==> src/rtl/bf3_pkg.sv <==
// Shared types and constants for the 3x3 box filter.
package bf3_pkg;

	// Field widths of the payload and configuration registers
	localparam int SAMPLE_W      = 16;
	localparam int COL_W         = 8;
	localparam int ROW_W         = 10;
	localparam int GRID_WIDTH_W  = 9;
	localparam int GRID_HEIGHT_W = 11;
	localparam int CFG_W         = 11;
	localparam int CFG_IDX_W     = 2;

	// Parameter defaults
	localparam int DEF_MAX_COLS = 256;
	localparam int DEF_MAX_ROWS = 1024;
	localparam int RESET_DIM    = 256;

	// Window arithmetic: divide by 9 as multiply by ceil(2^23/9), shift by 23.
	// Exact for sums below 2^21; a 3x3 sum of 16-bit samples fits in 20 bits.
	localparam int COLSUM_W  = SAMPLE_W + 2;
	localparam int SUM_W     = SAMPLE_W + 4;
	localparam int RECIP_W   = 20;
	localparam int PROD_W    = SUM_W + RECIP_W;
	localparam int DIV_SHIFT = 23;
	localparam logic [RECIP_W-1:0] RECIP_9 = 20'd932068;

	// Result queue
	localparam int FIFO_DEPTH = 8;
	localparam int FIFO_AW    = 3;
	localparam int FIFO_CW    = 4;

	// Configuration register indexes
	typedef enum logic [CFG_IDX_W-1:0] {
		REG_GRID_WIDTH  = 2'd0,
		REG_GRID_HEIGHT = 2'd1
	} cfg_reg_t;

	typedef logic [SAMPLE_W-1:0] sample_t;

	// One window column: two rows above and the current row
	typedef struct packed {
		sample_t top;
		sample_t mid;
		sample_t bot;
	} column_t;

	// One line buffer entry: both rows above at one column
	typedef struct packed {
		sample_t two_above;
		sample_t above;
	} lines_t;

	typedef struct packed {
		logic [SAMPLE_W-1:0] height_in;
		logic                frame_start;
	} in_beat_t;

	typedef struct packed {
		logic [COL_W-1:0]    out_col;
		logic [ROW_W-1:0]    out_row;
		logic [SAMPLE_W-1:0] smoothed;
		logic                run_last;
	} out_beat_t;

endpackage

==> src/rtl/bf3_cell.sv <==
// Window cell: holds one column of the 3x3 window and its sum, shifts to its neighbor.
module bf3_cell (
	input  logic                          clk,
	input  logic                          en,
	input  bf3_pkg::column_t              col_in,
	output bf3_pkg::column_t              col_out,
	output logic [bf3_pkg::COLSUM_W-1:0]  colsum_out
);
	import bf3_pkg::*;

	column_t             col_q;
	logic [COLSUM_W-1:0] colsum_q;

	// load the next column and its sum on each beat
	always_ff @(posedge clk) begin
		if (en) begin
			col_q    <= col_in;
			colsum_q <= COLSUM_W'(col_in.top) + COLSUM_W'(col_in.mid)
				+ COLSUM_W'(col_in.bot);
		end
	end

	assign col_out    = col_q;
	assign colsum_out = colsum_q;

endmodule

==> config.mk <==
export PLATFORM = sky130hd
export DESIGN_NAME = bf3_cell
export DESIGN_NICKNAME = d
export VERILOG_FILES = /design/src/rtl/bf3_pkg.sv /design/src/rtl/bf3_cell.sv
export SDC_FILE = /design/constraint.sdc
export NUM_CORES = 1
export LEC_CHECK = 0
export CAP_MARGIN = 20
export CORE_MARGIN = 4
export CORE_UTILIZATION = 55
export DETAILED_ROUTE_END_ITERATION = 7
export DONT_BUFFER_PORTS = 1
export GPL_ROUTABILITY_DRIVEN = 0
export PLACE_DENSITY = 0.8
export SYNTH_ARGS = -nofsm -noshare
export SYNTH_HDL_FRONTEND = slang
export SYNTH_SLANG_ARGS = --single-unit
==> constraint.sdc <==
create_clock -name clk -period 8.2 [get_ports clk]
set_input_delay 1.64 -clock clk [delete_from_list [all_inputs] [get_ports clk]]
set_output_delay 1.64 -clock clk [all_outputs]
set_load 0.1 [all_outputs]
=== Yosys cells after proc, flatten, opt, wreduce, memory -nomap -nowiden ===
Index checks and enable logic that the tools add are counted.

* $add $sub $neg: 2

{| class="wikitable"
|+ Operators by type and width
! operator !! count
|-
| 17-bit by 16-bit adder with 18-bit output || 1
|-
| 16-bit by 16-bit adder with 17-bit output || 1
|}

* Register bits: 66
* Input bits: 50
* Output and inout bits: 66
* Word-level logic and storage cells: 6

=== Longest topological paths before layout ===
* Depth after elaboration: 2
* Depth in mapped cells: 10
* Depth with buffers taken out: 10

=== Worst setup path before layout ===
OpenSTA, ideal clock, no wires.

* Path kind: input to register
* Start point: input port col_in[1] (netlist name)
* End point: register colsum_q[17], in the netlist colsum_out[17] (data pin)
* Setup time: 263 ps
* Arrival time: 3,580 ps
* Required time: 7,937 ps
* Setup slack: 4,357 ps
* Stages: 8
* Buffers on the path: 0
* Path through: fa_1 -> ha_1 -> fa_1 -> a21o_1 -> a221oi_4 -> nand2_2 -> a21oi_2 -> o22ai_1

* Cells in the longest elaborated chain, start to end: 1

{| class="wikitable"
|+ RTL lines
! what !! line !! text
|-
| start, declared || bf3_cell.sv:5 || <nowiki>input bf3_pkg::column_t col_in,</nowiki>
|-
| 17-bit by 16-bit adder with 18-bit output || bf3_cell.sv:19 || <nowiki>+ COLSUM_W'(col_in.bot);</nowiki>
|-
| end signal, assigned || bf3_cell.sv:18 || <nowiki>colsum_q <= COLSUM_W'(col_in.top) + COLSUM_W'(col_in.mid)</nowiki>
|-
| end, declared || bf3_cell.sv:12 || <nowiki>logic [COLSUM_W-1:0] colsum_q;</nowiki>
|}

Every way passes these cells.
A chain may end at the register's enable or synchronous reset.

=== Worst setup path in the final report ===
Ends and elaborated chain as after synthesis.

==> impl_metrics.env <==
export IMPL_synth_seq_cells=66
export IMPL_hold_depth=0
export IMPL_power_frac_comb_pct=13.6
export IMPL_grt_start_max_net_pins=67
export IMPL_seqPwrFrac_pct=65.1
export IMPL_pwr_density_cell_nw_per_um2=352
export IMPL_grt_pass1_wl_um=9140
export IMPL_cts_resized=0
export IMPL_netlist_cell_type_count=39
export IMPL_multi_input_area_um2=1070
export IMPL_regArea_um2=1980
export IMPL_hp_class="in -> reg"
export IMPL_power_share_clock_pct=21.2
export IMPL_antenna_found_initial=0
export IMPL_synth_common_cells="66 x edfxtp_1, 17 x fa_1, 15 x ha_1, 12 x a21oi_1, 9 x inv_1"
export IMPL_swShare_pct=45.4
export IMPL_top_layer_used="met4"
export IMPL_status="finished, final reports clean"
export IMPL_wirelength_um=5660
export IMPL_first_global_vias=1758
export IMPL_cts_buffers=9
export IMPL_cap_violations=0
export IMPL_synth_area_top_cells="edfxtp_1 64%, fa_1 11%, ha_1 6.1%"
export IMPL_synth_async_reset_ratio_pct=0
export IMPL_tritoncts="done"
export IMPL_vias_per_cell=5.88
export IMPL_wl_met2_um=2940
export IMPL_synth_cells=185
export IMPL_diodes=0
export IMPL_port_buffers=0
export IMPL_fmax_mhz=269
export IMPL_finalMaxSlewViolations=0
export IMPL_post_route_period_util_pct=45.3
export IMPL_synth_edf_count=66
export IMPL_hold_buffers=0
export IMPL_drt_first_pass_iters=4
export IMPL_power_switching_mw=0.535
export IMPL_cts_sinks=66
export IMPL_cts_setup_buffers=0
export IMPL_critPathKind="in -> reg"
export IMPL_critPathArrivalTime_ps=3790
export IMPL_synth_flop_cell="edfxtp_1"
export IMPL_layout_drive_gt1_share_pct=10.6
export IMPL_die_height_um=83.0
export IMPL_h_tree_depth=3
export IMPL_finalSetupTns_ps=0
export IMPL_setup_viol=0
export IMPL_globalRouteOverflowTotal=0
export IMPL_dieArea_um2=6890
export IMPL_cts_root_buf="clkbuf_8"
export IMPL_ant_nets=0
export IMPL_nNetsFinal=276
export IMPL_track_usage_pct=17.3
export IMPL_m1WireLength_um=1960
export IMPL_yosysTopAreaCell="edfxtp_1"
export IMPL_cts_buffer_depth=2
export IMPL_start_kind="primary input"
export IMPL_syn_to_final_growth_pct=8.37
export IMPL_ir_drop_mv=0.158
export IMPL_maxSlewHeadroom_pct=38.0
export IMPL_end_kind="flip-flop"
export IMPL_dr_wl_met3_um=665
export IMPL_wl_per_cell_um=20.9
export IMPL_utilization_pct=61.3
export IMPL_dp_hpwl_um=4360
export IMPL_rsz0062_at_grt="no"
export IMPL_initial_core_util_pct=56.5
export IMPL_hold_viol=0
export IMPL_yosys_warnings=0
export IMPL_core_area_um2=5470
export IMPL_avgSynthCellArea_um2=16.7
export IMPL_crit_fanout=4
export IMPL_synth_area_um2=3090
export IMPL_leakagePower_nw=1.25
export IMPL_whs_ps=1400
export IMPL_drtIter0Drc=101
export IMPL_fillers=411
export IMPL_tightest_slew_ps=932
export IMPL_required_ps=8270
export IMPL_rows=27
export IMPL_dr_total_vias=1594
export IMPL_synth_most_common_cell="edfxtp_1"
export IMPL_io_pins=116
export IMPL_internal_power_mw=0.644
export IMPL_fin_crit_ps=3720
export IMPL_yosysTopAreaCellShare_pct=64.1
export IMPL_clk_pin_slew_ps=70
export IMPL_syn_num_nets=267
export IMPL_die_w_um=83.0
export IMPL_seq_area_frac_synth_pct=64.1
export IMPL_route_detailed_drc=0
==> power groups by stage <==
| stage | combinational (mW) | sequential, mW | clock [mW] |
|---|---|---|---|
| after global routing | 0.181 | 0.772 | 0.273 |
| after floorplan | 0.130 | 0.766 | 0 |
| after CTS | 0.162 | 0.770 | 0.258 |
| final | 0.161 | 0.768 | 0.250 |
| after global placement | 0.152 | 0.775 | 0 |
| after detailed placement | 0.162 | 0.776 | 0 |
==> area by class of cell <==
cell class / instances / area share, %
inverter: 9 / 1.01
sequential: 66 / 59.1
clock buffer: 12 / 4.03
tap: 72 / 2.69
clock inverter: 4 / 1.27
multi-input combinational: 108 / 31.9
==> cells by family (layout without fill, tap and decap cells) <==
kind of cell               count (synthesis)  after routing  share of synthesized area [%]
AOI/OAI and AO/OA                         40             40                           9.62
xor gates and xnor gates                  13             13                           3.68
adders and majority gates                 32             32                           17.1
buffers and inverters                     11             25                           1.37
DFF                                       66             66                           64.1
and+or+nand+nor                           23             23                           4.21
==> metrics by stage <==
stage	worst slack [ps]	instance area (um2)	power, mW	instances
6_report	4480	3350	1.18	271
5_1_grt	4350	3350	1.23	271
4_1_cts	4480	3350	1.19	271
3_5_place_dp	4140	3180	0.938	255
3_3_place_gp	4250	3180	0.927	255
2_1_floorplan	4360	3090	0.896	185
==> critical path, cell delays in order <==
cell	delay, ps
fa_1	480
ha_1	260
fa_1	420
a21o_1	220
a221oi_4	370
nand2_2	110
a21oi_2	190
o22ai_1	110
==> path summary, 6_finish.rpt <==
| check | start | slack, ps | to |
|---|---|---|---|
| min | col_in[8] | 1400 | col_out[8]$_DFFE_PP_ |
| max | col_in[1] | 4480 | colsum_out[17]$_DFFE_PP_ |
==> cell usage in the layout, fill, tap and decap left out, drive strengths merged <==
master,n
a21o,6
nand3b,1
o211a,1
fa,17
edfxtp,66
o211ai,1
o21a,2
nor2,2
nor3,1
and3,3
nand4,3
xor2,6
a21oi,15
a21boi,1
inv,9
clkbuf,12
o2111ai,1
a221oi,1
and2,1
nor2b,2
a311oi,1
nand3,1
bufinv,1
clkinv,3
xnor2,7
nand2b,1
o22ai,1
ha,15
a31oi,1
o21ai,6
and2b,1
a211o,2
nand2,7
a211oi,1
==> per-layer routing <==
layer	vias up	track usage, %
li1	715	-
met5	-	0
met1	780	17.9
met4	0	8.17
met2	90	28.4
met3	9	9.42
==> state kept, by name, summed over array words and instances, names as in the netlist <==
signal      flops
col_out        48
colsum_out     18
Note: power is estimated with default switching activity, not from simulation.
